$ cat src/design/fdr_pkg.sv
// ----------------------------------------------------------------------------
// fdr_pkg
// shared types and constants for the fan duty ramp and tach average core
// ----------------------------------------------------------------------------
`default_nettype none

package fdr_pkg;

    // input item kinds
    localparam logic [1:0] KIND_BYTE   = 2'd0;
    localparam logic [1:0] KIND_RAMP   = 2'd1;
    localparam logic [1:0] KIND_PULSE  = 2'd2;
    localparam logic [1:0] KIND_SAMPLE = 2'd3;

    // report kinds
    localparam logic [1:0] REP_TARGET  = 2'd0;
    localparam logic [1:0] REP_RPM     = 2'd1;
    localparam logic [1:0] REP_COMPARE = 2'd2;

    // configuration register indexes
    localparam logic CFG_RPM_PER_PULSE = 1'b0;
    localparam logic CFG_RAMP_INTERVAL = 1'b1;

    // decoded operations
    localparam logic [2:0] OP_LETTER = 3'd0;
    localparam logic [2:0] OP_DIGIT  = 3'd1;
    localparam logic [2:0] OP_EOL    = 3'd2;
    localparam logic [2:0] OP_RAMP   = 3'd3;
    localparam logic [2:0] OP_PULSE  = 3'd4;
    localparam logic [2:0] OP_SAMPLE = 3'd5;

    // characters
    localparam logic [7:0] CH_UPPER_A = 8'h41;
    localparam logic [7:0] CH_UPPER_K = 8'h4B;
    localparam logic [7:0] CH_LOWER_A = 8'h61;
    localparam logic [7:0] CH_LOWER_K = 8'h6B;
    localparam logic [7:0] CH_ZERO    = 8'h30;
    localparam logic [7:0] CH_NINE    = 8'h39;
    localparam logic [7:0] CH_CR      = 8'h0D;
    localparam logic [7:0] CH_LF      = 8'h0A;

    localparam logic [1:0] MAX_DIGITS  = 2'd3;
    localparam logic [6:0] DUTY_MAX    = 7'd100;
    localparam logic [9:0] TYPED_LIMIT = 10'd100;

    // percent * 255 / 100 as a multiply by a scaled reciprocal
    localparam logic [20:0] CMP_MULT  = 21'd1336965;
    localparam int          CMP_SHIFT = 19;

    localparam logic [5:0] RPM_PER_PULSE_RESET = 6'd60;
    localparam logic [7:0] RAMP_INTERVAL_RESET = 8'd20;

    localparam int QPTRW = 1;
    localparam logic [QPTRW:0] QUEUE_DEPTH = 2'd2;

    typedef struct packed {
        logic [2:0] op;
        logic [6:0] val;
    } t_op;

endpackage

`default_nettype wire

$ cat src/design/fdr_front.sv
// ----------------------------------------------------------------------------
// fdr_front
// classifies items into operations; bytes not in A-K, a-k, 0-9, CR/LF dropped
// ----------------------------------------------------------------------------
`default_nettype none

module fdr_front (
    input  wire logic [1:0] i_kind,
    input  wire logic [7:0] i_rx_byte,
    output fdr_pkg::t_op    o_op,
    output logic            o_keep
);

    logic       is_upper;
    logic       is_lower;
    logic       is_digit;
    logic       is_eol;
    logic [7:0] letter_idx;
    logic [7:0] digit_val;

    assign is_upper = (i_rx_byte >= fdr_pkg::CH_UPPER_A) && (i_rx_byte <= fdr_pkg::CH_UPPER_K);
    assign is_lower = (i_rx_byte >= fdr_pkg::CH_LOWER_A) && (i_rx_byte <= fdr_pkg::CH_LOWER_K);
    assign is_digit = (i_rx_byte >= fdr_pkg::CH_ZERO) && (i_rx_byte <= fdr_pkg::CH_NINE);
    assign is_eol   = (i_rx_byte == fdr_pkg::CH_CR) || (i_rx_byte == fdr_pkg::CH_LF);

    assign letter_idx = is_lower ? (i_rx_byte - fdr_pkg::CH_LOWER_A)
                                 : (i_rx_byte - fdr_pkg::CH_UPPER_A);
    assign digit_val  = i_rx_byte - fdr_pkg::CH_ZERO;

    always_comb begin
        o_op   = '0;
        o_keep = 1'b1;
        case (i_kind)
            fdr_pkg::KIND_BYTE: begin
                if (is_upper || is_lower) begin
                    o_op.op  = fdr_pkg::OP_LETTER;
                    o_op.val = (7'(letter_idx[3:0]) << 3) + (7'(letter_idx[3:0]) << 1);
                end else if (is_digit) begin
                    o_op.op  = fdr_pkg::OP_DIGIT;
                    o_op.val = 7'(digit_val[3:0]);
                end else if (is_eol) begin
                    o_op.op  = fdr_pkg::OP_EOL;
                end else begin
                    o_keep   = 1'b0;
                end
            end
            fdr_pkg::KIND_RAMP:  o_op.op = fdr_pkg::OP_RAMP;
            fdr_pkg::KIND_PULSE: o_op.op = fdr_pkg::OP_PULSE;
            default:             o_op.op = fdr_pkg::OP_SAMPLE;
        endcase
    end

endmodule

`default_nettype wire

$ cat src/design/fdr_queue.sv
// ----------------------------------------------------------------------------
// fdr_queue
// two-entry queue of decoded operations between front and back
// ----------------------------------------------------------------------------
`default_nettype none

module fdr_queue (
    input  wire logic          i_clk,
    input  wire logic          i_rst_n,
    input  wire logic          i_push,
    input  wire fdr_pkg::t_op  i_op,
    output logic               o_full,
    output logic               o_valid,
    output fdr_pkg::t_op       o_op,
    input  wire logic          i_pop
);

    fdr_pkg::t_op                r_mem [2**fdr_pkg::QPTRW];
    logic [fdr_pkg::QPTRW-1:0]   r_wr_ptr;
    logic [fdr_pkg::QPTRW-1:0]   r_rd_ptr;
    logic [fdr_pkg::QPTRW:0]     r_count;

    assign o_full  = (r_count == fdr_pkg::QUEUE_DEPTH);
    assign o_valid = (r_count != '0);
    assign o_op    = r_mem[r_rd_ptr];

    always_ff @(posedge i_clk) begin
        if (i_push) begin
            r_mem[r_wr_ptr] <= i_op;
        end
    end

    always_ff @(posedge i_clk) begin
        if (!i_rst_n) begin
            r_wr_ptr <= '0;
            r_rd_ptr <= '0;
            r_count  <= '0;
        end else begin
            if (i_push) begin
                r_wr_ptr <= r_wr_ptr + 1'b1;
            end
            if (i_pop) begin
                r_rd_ptr <= r_rd_ptr + 1'b1;
            end
            case ({i_push, i_pop})
                2'b10:   r_count <= r_count + 1'b1;
                2'b01:   r_count <= r_count - 1'b1;
                default: r_count <= r_count;
            endcase
        end
    end

endmodule

`default_nettype wire

$ cat src/design/fdr_back.sv
// ----------------------------------------------------------------------------
// fdr_back
// executes operations against duty, typed number, tach and history state,
// and holds the result item in an output register
// ----------------------------------------------------------------------------
`default_nettype none

module fdr_back #(
    parameter int AVERAGE_WINDOW = 5
) (
    input  wire logic        i_clk,
    input  wire logic        i_rst_n,
    input  wire logic        i_q_valid,
    input  wire fdr_pkg::t_op i_op,
    output logic             o_pop,
    input  wire logic [5:0]  i_rpm_per_pulse,
    input  wire logic [7:0]  i_ramp_interval,
    output logic             o_valid,
    input  wire logic        i_stall,
    output logic [1:0]       o_report_kind,
    output logic [6:0]       o_target_percent,
    output logic [15:0]      o_average_rpm,
    output logic [7:0]       o_compare_value
);

    localparam int LOGW   = $clog2(AVERAGE_WINDOW);
    localparam int SUMW   = 16 + LOGW;
    localparam int SLOTW  = (AVERAGE_WINDOW > 1) ? $clog2(AVERAGE_WINDOW) : 1;
    localparam int RSHIFT = SUMW + LOGW;
    localparam int RECIP  = ((1 << RSHIFT) + AVERAGE_WINDOW - 1) / AVERAGE_WINDOW;
    localparam logic [SUMW:0]    RECIP_V  = (SUMW + 1)'(RECIP);
    localparam logic [SLOTW-1:0] SLOT_END = SLOTW'(AVERAGE_WINDOW - 1);

    logic [6:0]       r_goal,    n_goal;
    logic [6:0]       r_present, n_present;
    logic [9:0]       r_typed,   n_typed;
    logic [1:0]       r_digits,  n_digits;
    logic [7:0]       r_ticks,   n_ticks;
    logic [15:0]      r_tally,   n_tally;
    logic [SLOTW-1:0] r_slot,    n_slot;
    logic [SUMW-1:0]  r_sum,     n_sum;
    logic [15:0]      r_hist [AVERAGE_WINDOW];

    logic             r_out_valid;
    logic [1:0]       r_out_kind;
    logic [6:0]       r_out_pct;
    logic [SUMW-1:0]  r_out_sum;

    logic             out_free;
    logic             emit;
    logic [1:0]       rep_kind;
    logic [6:0]       rep_pct;
    logic             hist_we;
    logic [7:0]       tick;
    logic [21:0]      rpm_prod;
    logic [15:0]      rpm;
    logic [13:0]      typed_acc;
    logic [27:0]      cmp_prod;
    logic [2*SUMW:0]  avg_prod;

    assign out_free = !r_out_valid || !i_stall;
    assign o_pop    = i_q_valid && out_free;

    assign tick      = r_ticks + 8'd1;
    assign rpm_prod  = 22'(r_tally) * 22'(i_rpm_per_pulse);
    assign rpm       = rpm_prod[15:0];
    assign typed_acc = (14'(r_typed) << 3) + (14'(r_typed) << 1) + 14'(i_op.val);

    always_comb begin
        n_goal    = r_goal;
        n_present = r_present;
        n_typed   = r_typed;
        n_digits  = r_digits;
        n_ticks   = r_ticks;
        n_tally   = r_tally;
        n_slot    = r_slot;
        n_sum     = r_sum;
        emit      = 1'b0;
        rep_kind  = fdr_pkg::REP_TARGET;
        rep_pct   = '0;
        hist_we   = 1'b0;
        case (i_op.op)
            fdr_pkg::OP_LETTER: begin
                n_goal  = i_op.val;
                emit    = 1'b1;
                rep_pct = i_op.val;
            end
            fdr_pkg::OP_DIGIT: begin
                if (r_digits < fdr_pkg::MAX_DIGITS) begin
                    n_typed  = typed_acc[9:0];
                    n_digits = r_digits + 2'd1;
                end
            end
            fdr_pkg::OP_EOL: begin
                if (r_digits != 2'd0) begin
                    n_goal   = (r_typed > fdr_pkg::TYPED_LIMIT) ? fdr_pkg::DUTY_MAX
                                                                : r_typed[6:0];
                    n_typed  = '0;
                    n_digits = '0;
                    emit     = 1'b1;
                    rep_pct  = n_goal;
                end
            end
            fdr_pkg::OP_RAMP: begin
                if (tick < i_ramp_interval) begin
                    n_ticks = tick;
                end else begin
                    n_ticks = '0;
                    if (r_present < r_goal) begin
                        n_present = r_present + 7'd1;
                    end else if (r_present > r_goal) begin
                        n_present = r_present - 7'd1;
                    end
                    emit     = 1'b1;
                    rep_kind = fdr_pkg::REP_COMPARE;
                    rep_pct  = n_present;
                end
            end
            fdr_pkg::OP_PULSE: begin
                n_tally = r_tally + 16'd1;
            end
            fdr_pkg::OP_SAMPLE: begin
                n_tally  = '0;
                hist_we  = 1'b1;
                n_sum    = r_sum - SUMW'(r_hist[r_slot]) + SUMW'(rpm);
                n_slot   = (r_slot == SLOT_END) ? '0 : r_slot + 1'b1;
                emit     = 1'b1;
                rep_kind = fdr_pkg::REP_RPM;
            end
            default: begin
                emit = 1'b0;
            end
        endcase
    end

    always_ff @(posedge i_clk) begin
        if (!i_rst_n) begin
            r_goal      <= '0;
            r_present   <= '0;
            r_typed     <= '0;
            r_digits    <= '0;
            r_ticks     <= '0;
            r_tally     <= '0;
            r_slot      <= '0;
            r_sum       <= '0;
            r_out_valid <= 1'b0;
            for (int i = 0; i < AVERAGE_WINDOW; i++) begin
                r_hist[i] <= '0;
            end
        end else begin
            if (o_pop) begin
                r_goal    <= n_goal;
                r_present <= n_present;
                r_typed   <= n_typed;
                r_digits  <= n_digits;
                r_ticks   <= n_ticks;
                r_tally   <= n_tally;
                r_slot    <= n_slot;
                r_sum     <= n_sum;
                if (hist_we) begin
                    r_hist[r_slot] <= rpm;
                end
            end
            if (out_free) begin
                r_out_valid <= o_pop && emit;
            end
        end
    end

    always_ff @(posedge i_clk) begin
        if (o_pop && emit) begin
            r_out_kind <= rep_kind;
            r_out_pct  <= rep_pct;
            r_out_sum  <= n_sum;
        end
    end

    // output conversion off the result register
    assign cmp_prod = 28'(r_out_pct) * 28'(fdr_pkg::CMP_MULT);
    assign avg_prod = (2 * SUMW + 1)'(r_out_sum) * (2 * SUMW + 1)'(RECIP_V);

    assign o_valid          = r_out_valid;
    assign o_report_kind    = r_out_kind;
    assign o_target_percent = (r_out_kind == fdr_pkg::REP_TARGET) ? r_out_pct : '0;
    assign o_compare_value  = (r_out_kind == fdr_pkg::REP_COMPARE)
                              ? cmp_prod[fdr_pkg::CMP_SHIFT +: 8] : '0;
    assign o_average_rpm    = (r_out_kind == fdr_pkg::REP_RPM) ? avg_prod[RSHIFT +: 16] : '0;

endmodule

`default_nettype wire

$ cat src/design/fan_duty_ramp_and_tach_average_core.sv
// ----------------------------------------------------------------------------
// fan_duty_ramp_and_tach_average_core
// fan duty slew limiter with command parser and tachometer moving average
// ----------------------------------------------------------------------------
// a result item is held in the queue and then in the output register before it is presented
// throughput: one item per cycle while the output is not stalled
// a two-entry queue absorbs output stalls before input stall rises
// reset clears all duty, parser, tach and history state; config to 60 and 20
`default_nettype none

module fan_duty_ramp_and_tach_average_core #(
    parameter int AVERAGE_WINDOW = 5
) (
    input  wire logic        i_clk,
    input  wire logic        i_rst_n,
    input  wire logic        i_valid,
    output logic             o_stall,
    input  wire logic [1:0]  i_kind,
    input  wire logic [7:0]  i_rx_byte,
    output logic             o_valid,
    input  wire logic        i_stall,
    output logic [1:0]       o_report_kind,
    output logic [6:0]       o_target_percent,
    output logic [15:0]      o_average_rpm,
    output logic [7:0]       o_compare_value,
    input  wire logic        i_cfg_valid,
    output logic             o_cfg_ready,
    input  wire logic        i_cfg_index,
    input  wire logic [7:0]  i_cfg_data
);

    logic [5:0]    r_rpm_per_pulse;
    logic [7:0]    r_ramp_interval;
    fdr_pkg::t_op  front_op;
    fdr_pkg::t_op  queue_op;
    logic          front_keep;
    logic          queue_full;
    logic          queue_valid;
    logic          queue_pop;
    logic          push;

    assign o_cfg_ready = 1'b1;
    assign o_stall     = queue_full;
    assign push        = i_valid && !queue_full && front_keep;

    always_ff @(posedge i_clk) begin
        if (!i_rst_n) begin
            r_rpm_per_pulse <= fdr_pkg::RPM_PER_PULSE_RESET;
            r_ramp_interval <= fdr_pkg::RAMP_INTERVAL_RESET;
        end else if (i_cfg_valid && o_cfg_ready) begin
            case (i_cfg_index)
                fdr_pkg::CFG_RPM_PER_PULSE: r_rpm_per_pulse <= i_cfg_data[5:0];
                fdr_pkg::CFG_RAMP_INTERVAL: r_ramp_interval <= i_cfg_data;
                default:                    r_ramp_interval <= r_ramp_interval;
            endcase
        end
    end

    fdr_front u_front (
        .i_kind    (i_kind),
        .i_rx_byte (i_rx_byte),
        .o_op      (front_op),
        .o_keep    (front_keep)
    );

    fdr_queue u_queue (
        .i_clk   (i_clk),
        .i_rst_n (i_rst_n),
        .i_push  (push),
        .i_op    (front_op),
        .o_full  (queue_full),
        .o_valid (queue_valid),
        .o_op    (queue_op),
        .i_pop   (queue_pop)
    );

    fdr_back #(
        .AVERAGE_WINDOW (AVERAGE_WINDOW)
    ) u_back (
        .i_clk            (i_clk),
        .i_rst_n          (i_rst_n),
        .i_q_valid        (queue_valid),
        .i_op             (queue_op),
        .o_pop            (queue_pop),
        .i_rpm_per_pulse  (r_rpm_per_pulse),
        .i_ramp_interval  (r_ramp_interval),
        .o_valid          (o_valid),
        .i_stall          (i_stall),
        .o_report_kind    (o_report_kind),
        .o_target_percent (o_target_percent),
        .o_average_rpm    (o_average_rpm),
        .o_compare_value  (o_compare_value)
    );

endmodule

`default_nettype wire

$ cat config.mk
export PLATFORM = sky130hd
export DESIGN_NAME = fan_duty_ramp_and_tach_average_core
export DESIGN_NICKNAME = d
export VERILOG_FILES = /design/src/design/fdr_pkg.sv /design/src/design/fdr_front.sv /design/src/design/fdr_queue.sv /design/src/design/fdr_back.sv /design/src/design/fan_duty_ramp_and_tach_average_core.sv
export SDC_FILE = /design/constraint.sdc
export NUM_CORES = 1
export LEC_CHECK = 0
export ABC_AREA = 1
export CORE_MARGIN = 3
export CORE_UTILIZATION = 45
export DETAILED_ROUTE_END_ITERATION = 12
export DONT_BUFFER_PORTS = 1
export GPL_TIMING_DRIVEN = 0
export REMOVE_ABC_BUFFERS = 1
export SYNTH_ARGS = -nofsm -noshare
export SYNTH_HDL_FRONTEND = slang
export SYNTH_SLANG_ARGS = --single-unit
$ cat constraint.sdc
create_clock -name i_clk -period 7.4 [get_ports i_clk]
set_clock_uncertainty 0.1 [all_clocks]
set_input_delay 0.74 -clock i_clk [delete_from_list [all_inputs] [get_ports i_clk]]
set_output_delay 0.74 -clock i_clk [all_outputs]
set_load 0.02 [all_outputs]
==> flow_summary_export.csv, run 1 <==
group,metric,value,unit
status,outcome,"finished, final reports clean",
drt,vias,19050,
cts,post_cts_resize_count,0,
die,die_w,238,um
run,maxCapViolations,0,
final_layout,nets,3401,
hold_path,worstHoldStart,"i_rst_n",
die,num_rows,84,
worst_setup_path,start_kind,"flip-flop",
worst_setup_path,worstPathMaxFanout,5,
die,io_pins,60,
cts,clock_sinks,271,
global_route,grt_usage,21.0,%
synth,synth.avg_cell_area,8.18,um^2
synth,syn_area,0.0243,mm^2
timing,relSlewSlack,14.8,%
final_layout,fin_cells,3640,
drt,route.detailed.drc,0,
placement,hpwl,46.4,mm
synth,yosys_warnings,0,
global_route,antenna_found_initial,0,
worst_setup_path,worst_path_largest_cell_delay,0.61,ns
die,dieArea,0.0567,mm^2
timing,maxSlewViolCount,0,
worst_setup_path,reg2reg_depth,32,
cts,holdBufCountCts,0,
final_layout,antenna_cells,0,
drt,antenna_left,0,
drt,wire_per_inst,16.2,um
drt,routed_wl,58.9,mm
worst_setup_path,r2r-start,"r_rpm_per_pulse[0]",
cts,cts_tree,"built",
timing,min_period,7.00,ns
worst_setup_path,path_common_cell,"fa_1",
worst_setup_path,crit_type,"flip-flop to output port",
worst_setup_path,cp.required,6.56,ns
final_layout,fill_cells,5124,
timing,setup_violations,0,
cts,numCtsBuffers,28,
synth,yosys-top-cells-area,"edfxtp_1 (22%), fa_1 (15%), ha_1 (14%)",
cts,post_cts_buffers,0,
synth,yosysTopAreaCellShare,21.8,%
cts,clockBufferDepth,3,
placement,port_buffers,0,
cts,clk_latency,0.56,ns
die,die_h,238,um
worst_setup_path,r2r_setup_slack,0.69,ns
final_layout,drive_above_1_share,3.66,%
synth,yosys.area.top_type,"edfxtp_1",
global_route,grt_pass1_vias,19183,
drt,initialDrtViolationCount,1194,
die,start_util,45.8,%
placement,place_congestion,0.922,
drt,firstDrtPassIters,5,
placement,placed_cells,3590,
synth,synth_common_cells,"inv_1 (568), nand2_1 (529), nor2_1 (358), ha_1 (266), fa_1 (179)",
worst_setup_path,crit_arrival,6.16,ns
hold_path,min-delay-path-class,"input pin to flip-flop",
worst_setup_path,end_kind,"output port",
cts,cts.clk_slew.worst_paths,0.07,ns
global_route,grt_max_degree,53,
worst_setup_path,cp_top_family,"adder cells",
hold_path,whs_path_depth,1,
hold_path,min_to,"r_rpm_per_pulse[4]",
timing,post-route-period-util,94.6,%
die,core,0.0530,mm^2
cts,htreeDepth,1,
synth,synth_seq_cells,271,
final_layout,area_growth_syn_to_layout,6.64,%
drt,drt-vias-per-instance,5.23,
worst_setup_path,crit_buf_inv,4,
synth,yosys.cell_count.top_type,"inv_1",
global_route,grt-ovfl-total,0,
synth,synthFlopType,"edfxtp_1",
cts,root_buffer,"clkbuf_16",
synth,yosysUniqueCellTypes,55,
synth,synth_async_sr_flop_share,0,%
timing,final-hold-violation-count,0,
timing,worstMarginPinSlew,1.28,ns
synth,yosysSeqAreaShare,29.6,%
timing,fmaxAchievable,0.143,GHz
worst_setup_path,crit_slowest_cell,"fa_1",
worst_setup_path,r2r_end,"u_back.r_sum[17]",
timing,rsz0062_at_grt,"false",
worst_setup_path,crit_chain,"ha_1, fa_1, inv_1, fa_1, inv_1, fa_1, inv_1, fa_1, inv_1, fa_1, ha_1, nand2_1, nor2_1, nand2_1, o21ai_0, a21oi_1, nand2_1, nand2_1, nor2_1",
synth,synthCells,2968,
global_route,grt_first_pass_wirelength,97.4,mm
synth,synth-edff-count,176,
==> layout make-up <==
cell class,count,area (um^2),share of cell area (%)
multi-input combinational,2053,14600,56.5
sequential,271,7190,27.8
inverter,572,2150,8.30
tap,688,861,3.33
clock buffer,36,803,3.10
clock inverter,14,134,0.517
timing repair buffer,6,109,0.421
==> state kept, by name (all words and copies together) (netlist names), named ones only <==
register and count:
u_back.r_tally 16, u_queue.r_rd_ptr 1, u_back.r_slot 3, r_rpm_per_pulse 6, u_queue.r_count 2, u_queue.r_wr_ptr 1
r_ramp_interval 8, u_back.r_sum 19, u_queue.r_mem 20, u_back.r_ticks 8, u_back.r_typed 10, u_back.o_report_kind 2
u_back.r_out_sum 19, u_back.o_valid 1, u_back.r_digits 2, u_back.r_goal 7, u_back.r_hist 128, u_back.r_out_pct 7
u_back.r_present 7
==> layout by cell type, fill, tap and decap left out, types with 15 or more instances in the layout <==
| master | instances |
|---|---|
| xor2_1 | 30 |
| nor3_1 | 29 |
| fa_1 | 179 |
| ha_1 | 266 |
| edfxtp_1 | 176 |
| o32ai_1 | 17 |
| a31oi_1 | 16 |
| nand2_1 | 529 |
| nor2_1 | 356 |
| o221ai_1 | 15 |
| nand4_1 | 24 |
| inv_1 | 567 |
| a21oi_1 | 156 |
| mux2i_1 | 17 |
| dfxtp_1 | 93 |
| o21ai_0 | 150 |
| nand3_1 | 130 |
| xnor2_1 | 15 |
| clkbuf_16 | 30 |
==> per-stage QoR <==
step           TNS [ns]  cell area, um^2  setup slack [ns]  hold WS (ns)  util (%)
2_1_floorplan         0            24000              1.62         0.325         -
3_3_place_gp     -0.603            24800            -0.101         0.336      46.9
3_5_place_dp          0            24900             0.745         0.343      47.1
4_1_cts               0            25900             0.361         0.154      48.9
5_1_grt               0            25900           0.00258         0.157      48.9
6_report              0            25900             0.397         0.183      48.9
==> cells by family (layout without fill, tap and decap cells) <==
kind of cell | after synthesis | in the layout | share of synthesized area, %
other cells | 1 | 1 | 0.0155
mux | 23 | 23 | 0.980
fa+ha+maj | 445 | 445 | 28.5
simple gates | 1119 | 1119 | 19.2
xor+xnor | 45 | 45 | 1.62
compound gates | 420 | 420 | 9.97
flops | 271 | 271 | 29.6
buf+inv | 644 | 628 | 10.1
==> how the worst max path moves through the flow <==
stage | start | end | slack, ns | cells after the start
floorplan | u_back.r_out_sum[8] | o_average_rpm[14] | 1.62 | 22
global placement | flip-flop | u_back.r_out_sum[16] | -0.10 | 17
detailed placement | r_rpm_per_pulse[0] | u_back.r_sum[18] | 0.75 | 31
CTS | u_back.r_out_sum[11] | o_average_rpm[15] | 0.36 | 20
global route | r_rpm_per_pulse[0] | u_back.r_sum[18] | 0.003 | 28
finish | u_back.r_out_sum[4] | o_average_rpm[6] | 0.40 | 19
==> per-layer routing <==
layer | GRT usage (%) | routed length (um)
met2 | 37.3 | 28900
met5 | 0 | 0
met1 | 27.6 | 26200
met4 | 5.09 | 1210
met3 | 2.07 | 2590
Power of run 1 is left out: the tool's default activity adds up to more than one toggle a clock period on the data nets, which glitch-free logic cannot reach.
==> inputs of run 2 (changes only) <==
Settings changed: CORE_MARGIN 3 to 4, CTS_BUF_LIST from default to sky130_fd_sc_hd__clkbuf_4, SKIP_LAST_GASP from default to 1.
==> run 2 against run 1 <==
Sequential share of layout area decreased by 0.072 points. Setup slack got worse by 0.039 ns. Cell area up 0.26%. Final cell count up 2.2%. Critical path depth is the same. Largest cell class unchanged. Highest routed layer unchanged.
==> flow_summary_export.csv, run 2 (same netlist as run 1, synthesis figures left out) <==
group,metric,value,unit
cts,clockBufferDepth,3,
final_layout,regArea,0.00719,mm^2
global_route,grt_usage,20.8,%
hold_path,worstHoldStart,"i_rst_n",
global_route,grt_max_degree,53,
worst_setup_path,cp.required,6.56,ns
hold_path,min_to,"u_back.r_goal[1]",
cts,cts.clk_slew.worst_paths,0.06,ns
worst_setup_path,worstPathMaxFanout,5,
final_layout,fill_cells,5210,
cts,htreeDepth,3,
worst_setup_path,r2r_setup_slack,0.78,ns
cts,clk_latency,0.73,ns
worst_setup_path,crit_type,"flip-flop to output port",
final_layout,drive_above_1_share,5.87,%
final_layout,fin_cells,3721,
die,num_rows,84,
final_layout,multi_input_area,0.0146,mm^2
drt,routed_wl,59.3,mm
timing,final-hold-violation-count,0,
timing,worstMarginPinSlew,1.30,ns
timing,setup_violations,0,
final_layout,area_growth_syn_to_layout,6.91,%
drt,wire_per_inst,15.9,um
timing,maxSlewViolCount,0,
worst_setup_path,worst_path_largest_cell_delay,0.54,ns
die,dieArea,0.0577,mm^2
worst_setup_path,crit_arrival,6.20,ns
placement,hpwl,45.8,mm
final_layout,reg.largest.list,"u_back.r_hist (128), u_queue.r_mem (20)",
drt,vias,19370,
placement,place_congestion,0.926,
global_route,grt_pass1_vias,19614,
die,die_w,240,um
drt,drt-vias-per-instance,5.21,
hold_path,whs_path_depth,2,
placement,placed_cells,3590,
worst_setup_path,r2r_end,"u_back.r_sum[18]",
cts,post_cts_buffers,0,
final_layout,mostFrequentLayoutCells,"inv_1 (567), nand2_1 (529), nor2_1 (352)",
worst_setup_path,start_kind,"flip-flop",
hold_path,min-delay-path-class,"input pin to flip-flop",
timing,relSlewSlack,13.0,%
timing,rsz0062_at_grt,"false",
drt,antenna_left,0,
cts,numCtsBuffers,69,
worst_setup_path,reg2reg_depth,28,
worst_setup_path,crit_chain,"ha_1, inv_1, fa_1, inv_1, fa_1, fa_1, inv_1, fa_1, inv_1, fa_1, ha_1, nand2_1, inv_1, a21oi_1, a21boi_0, o21ai_0, a21oi_1, nor2_1, nor2_1",
cts,root_buffer,"clkbuf_4",
global_route,grt-ovfl-total,0,
final_layout,nets,3450,
cts,cts_tree,"built",
timing,min_period,7.04,ns
die,core,0.0530,mm^2
drt,route.detailed.drc,0,
placement,pre_cts_ws,0.827,ns
status,outcome,"finished, final reports clean",
die,start_util,45.8,%
global_route,antenna_found_initial,1,
cts,clock_sinks,271,
final_layout,top_register,"u_back.r_hist",
final_layout,largest_register_ffs,128,
timing,fin_ws,0.358,ns
run,maxCapViolations,0,
final_layout,final_common_cell,"inv_1",
final_layout,fin_util,49.0,%
worst_setup_path,crit_slowest_cell,"fa_1",
global_route,grt_first_pass_wirelength,98.2,mm
die,die_h,240,um
die,io_pins,60,
drt,initialDrtViolationCount,1066,
worst_setup_path,end_kind,"output port",
drt,firstDrtPassIters,7,
timing,fmaxAchievable,0.142,GHz
worst_setup_path,r2r-start,"r_rpm_per_pulse[0]",
timing,post-route-period-util,95.2,%
placement,port_buffers,0,
==> run 2: cell types whose count changed in the layout (fill, tap and decap cells not counted), sizes merged <==
cell,previous run,this run
clkbuf,36,105
dlygate4sd3,0,8
clkinv,11,14
clkinvlp,2,0
inv,571,573
diode,0,1
==> run 2: timing repair <==
item,4_1_cts,5_1_grt
setup endpoints to repair,0,4
endpoints found under the hold margin,23,0
resized for setup,0,6
hold buffers,8,0
==> run 2: layout make-up <==
type,instances,share of cell area [%]
antenna,1,0.00965
timing repair buffer,14,0.728
inverter,572,8.28
clock buffer,105,3.04
tap,688,3.32
multi-input combinational,2053,56.5
clock inverter,17,0.458
sequential,271,27.7
==> run 2: per-stage QoR <==
stage	setup TNS (ns)	hold slack (ns)	cell area (um^2)
floorplan	0	0.325	24000
global placement	-0.00395	0.333	24800
detailed placement	0	0.344	24900
CTS	0	0.0000241	25900
global route	0	0.0181	25900
finish	0	0.0660	25900
==> run 2: layer usage <==
metal	GRT usage (%)	share of wire, %
met5	0	0
met4	5.30	1.9
met3	2.64	4.0
met2	37.2	50
met1	26.9	44
==> run 2: worst max-delay path by stage <==
stage / from / end / slack [ns] / cells past startpoint
after global routing: u_back.r_out_sum[8] / o_average_rpm[7] / 0.005 / 20
after floorplan: u_back.r_out_sum[8] / o_average_rpm[14] / 1.62 / 22
after detailed placement: r_rpm_per_pulse[1] / u_back.r_out_sum[18] / 0.83 / 25
after global placement: flip-flop / u_back.r_out_sum[12] / -0.004 / 17
final: u_back.r_out_sum[13] / o_average_rpm[8] / 0.36 / 19
after CTS: u_back.r_out_sum[4] / o_average_rpm[6] / 0.21 / 19
==> run 2: critical path, delay by kind of cell, from the launching register on <==
kind	cells	cell delay, ns
compound gates	4	0.78
flops	1	0.53
simple gates	3	0.55
fa+ha+maj	7	3.29
buf+inv	5	0.34
Power of run 2 is left out for the same reason.
==> inputs of run 3 (changes only) <==
==> constraint.sdc (replaced) <==
create_clock -name i_clk -period 5.7 [get_ports i_clk]
set_clock_uncertainty 0.1 [all_clocks]
set_input_delay 0.57 -clock i_clk [delete_from_list [all_inputs] [get_ports i_clk]]
set_output_delay 0.57 -clock i_clk [all_outputs]
set_load 0.1 [all_outputs]
==> run 3 against run 2 <==
The run now ends with negative setup slack left. Sequential share of layout area down 2.6 points. Utilization up 5.5 points. Via count is 4.8% higher. Register-to-register slack worse by 0.65 ns. Flip-flop and latch count did not move. Highest routed layer unchanged.
==> flow_summary_export.csv, run 3 (same netlist as run 1, synthesis figures left out) <==
group,metric,value,unit
cts,clockBufferDepth,3,
placement,place_congestion,0.926,
worst_setup_path,crit_chain,"inv_2, ha_4, fa_2, buf_4, fa_2, fa_1, inv_1, fa_1, fa_1, ha_4, nand2_2, nor2_2, inv_1, nor2_4, and3_4, nand2_4, nand2_4, nand2_2, nand3_2, nand2_2, nor2_4",
drt,drt-vias-per-instance,5.28,
status,failed_checks,"negative setup slack",
worst_setup_path,crit_slowest_cell,"fa_2",
final_layout,fill_cells,4846,
final_layout,mostFrequentLayoutCells,"inv_1 (532), nand2_1 (478), nor2_1 (299)",
global_route,use_met1,27.4,%
global_route,grt_usage,21.5,%
drt,routed_wl,63.1,mm
drt,initialDrtViolationCount,1282,
final_layout,top_register,"u_back.r_hist",
cts,numCtsBuffers,70,
drt,antenna_left,0,
placement,hpwl,45.8,mm
timing,fin_ws,-0.952,ns
cts,clk_latency,0.74,ns
die,num_rows,84,
worst_setup_path,end_kind,"output port",
worst_setup_path,crit_buf_inv,4,
run,maxCapViolations,0,
global_route,grt_first_pass_wirelength,101,mm
die,core,0.0530,mm^2
drt,route.detailed.drc,0,
cts,clock_sinks,271,
final_layout,largest_register_ffs,128,
final_layout,fin_util,54.5,%
die,start_util,45.8,%
timing,worstMarginPinSlew,1.32,ns
drt,wire_per_inst,16.4,um
cts,cts_tree,"built",
timing,setup_violations,16,
timing,min_period,6.65,ns
die,die_h,240,um
final_layout,nets,3573,
status,outcome,"finished with violations",
cts,root_buffer,"clkbuf_4",
global_route,met3_usage,2.73,%
timing,post-route-period-util,117,%
timing,final-hold-violation-count,0,
worst_setup_path,cp.required,5.03,ns
worst_setup_path,worst_path_largest_cell_delay,0.59,ns
final_layout,final_common_cell,"inv_1",
die,die_w,240,um
placement,port_buffers,0,
drt,vias,20301,
worst_setup_path,crit_type,"flip-flop to output port",
final_layout,area_growth_syn_to_layout,19.0,%
cts,htreeDepth,3,
timing,maxSlewViolCount,0,
global_route,grt_max_degree,53,
worst_setup_path,worstPathMaxFanout,3,
drt,firstDrtPassIters,7,
hold_path,min-delay-path-class,"input pin to flip-flop",
timing,relSlewSlack,12.1,%
global_route,gr-usage-met2,38.6,%
global_route,antenna_found_initial,2,
cts,cts.clk_slew.worst_paths,0.06,ns
global_route,gr-max-usage-layer,"met2",
worst_setup_path,cp_top_family,"adder cells",
die,dieArea,0.0577,mm^2
die,io_pins,60,
final_layout,reg.largest.list,"u_back.r_hist (128), u_queue.r_mem (20)",
timing,rsz0062_at_grt,"true",
global_route,grt_pass1_vias,20421,
worst_setup_path,crit_arrival,5.98,ns
worst_setup_path,start_kind,"flip-flop",
global_route,grt-ovfl-total,0,
final_layout,drive_above_1_share,19.4,%
timing,fmaxAchievable,0.150,GHz
-- run 3: final cells by class --
class                      count  area, um^2  area share [%]
multi-input combinational   2053       16500            57.0
clock buffer                 105         788            2.73
inverter                     572        2170            7.51
sequential                   271        7250            25.1
antenna                        2        5.00          0.0173
tap                          688         861            2.98
timing repair buffer         136        1210            4.19
clock inverter                19         128           0.442
-- run 3: metal layers --
layer,wire (um),share of wire [%]
met5,0,0
met4,1290,2.0
met3,2580,4.1
met2,32200,51
met1,27100,43
-- run 3: worst paths after layout --
| check | start | to | slack, ns | cells past startpoint |
|---|---|---|---|---|
| worst max-delay path | u_back.r_out_sum[11] | o_average_rpm[15] | -0.95 | 21 |
| worst min-delay path | i_stall | u_back.o_valid | 0.09 | 4 |
| worst max register to register | r_rpm_per_pulse[2] | u_back.r_sum[14] | 0.13 | 28 |
| worst min register to register | u_queue.r_rd_ptr | u_queue.r_rd_ptr | 0.37 | 1 |
-- run 3: worst register-to-register path, delay by kind of cell (launching register included) --
| kind | cells | cell delay, ns |
|---|---|---|
| AOI/OAI and AO/OA | 2 | 0.32 |
| xor gates and xnor gates | 1 | 0.20 |
| adders and majority gates | 6 | 2.66 |
| buffers and inverters | 8 | 0.77 |
| DFF | 1 | 0.38 |
| and+or+nand+nor | 11 | 1.01 |
-- run 3: timing repair --
action / CTS / global route
hold buffers: 18 / 0
setup buffers: 60 / 52
setup endpoints to repair: 48 / 48
endpoints found under the hold margin: 42 / 0
pin swaps: 106 / 129
gates cloned: 0 / 2
gates resized for setup: 258 / 203
-- run 3: per-stage QoR --
stage                     hold slack, ns  setup TNS (ns)  cells  cell area [um^2]  worst slack (ns)
after floorplan                    0.325          -12.59   2896             24000            -0.951
after global placement             0.333          -67.99   3584             24800             -1.70
after CTS                        0.00629          -14.98   3790             27600            -0.962
final                             0.0868          -14.31   3846             28900            -0.952
after global routing              0.0467          -18.56   3846             28900             -1.18
after detailed placement           0.349          -29.46   3590             25000             -1.03
Power of run 3 is left out for the same reason.
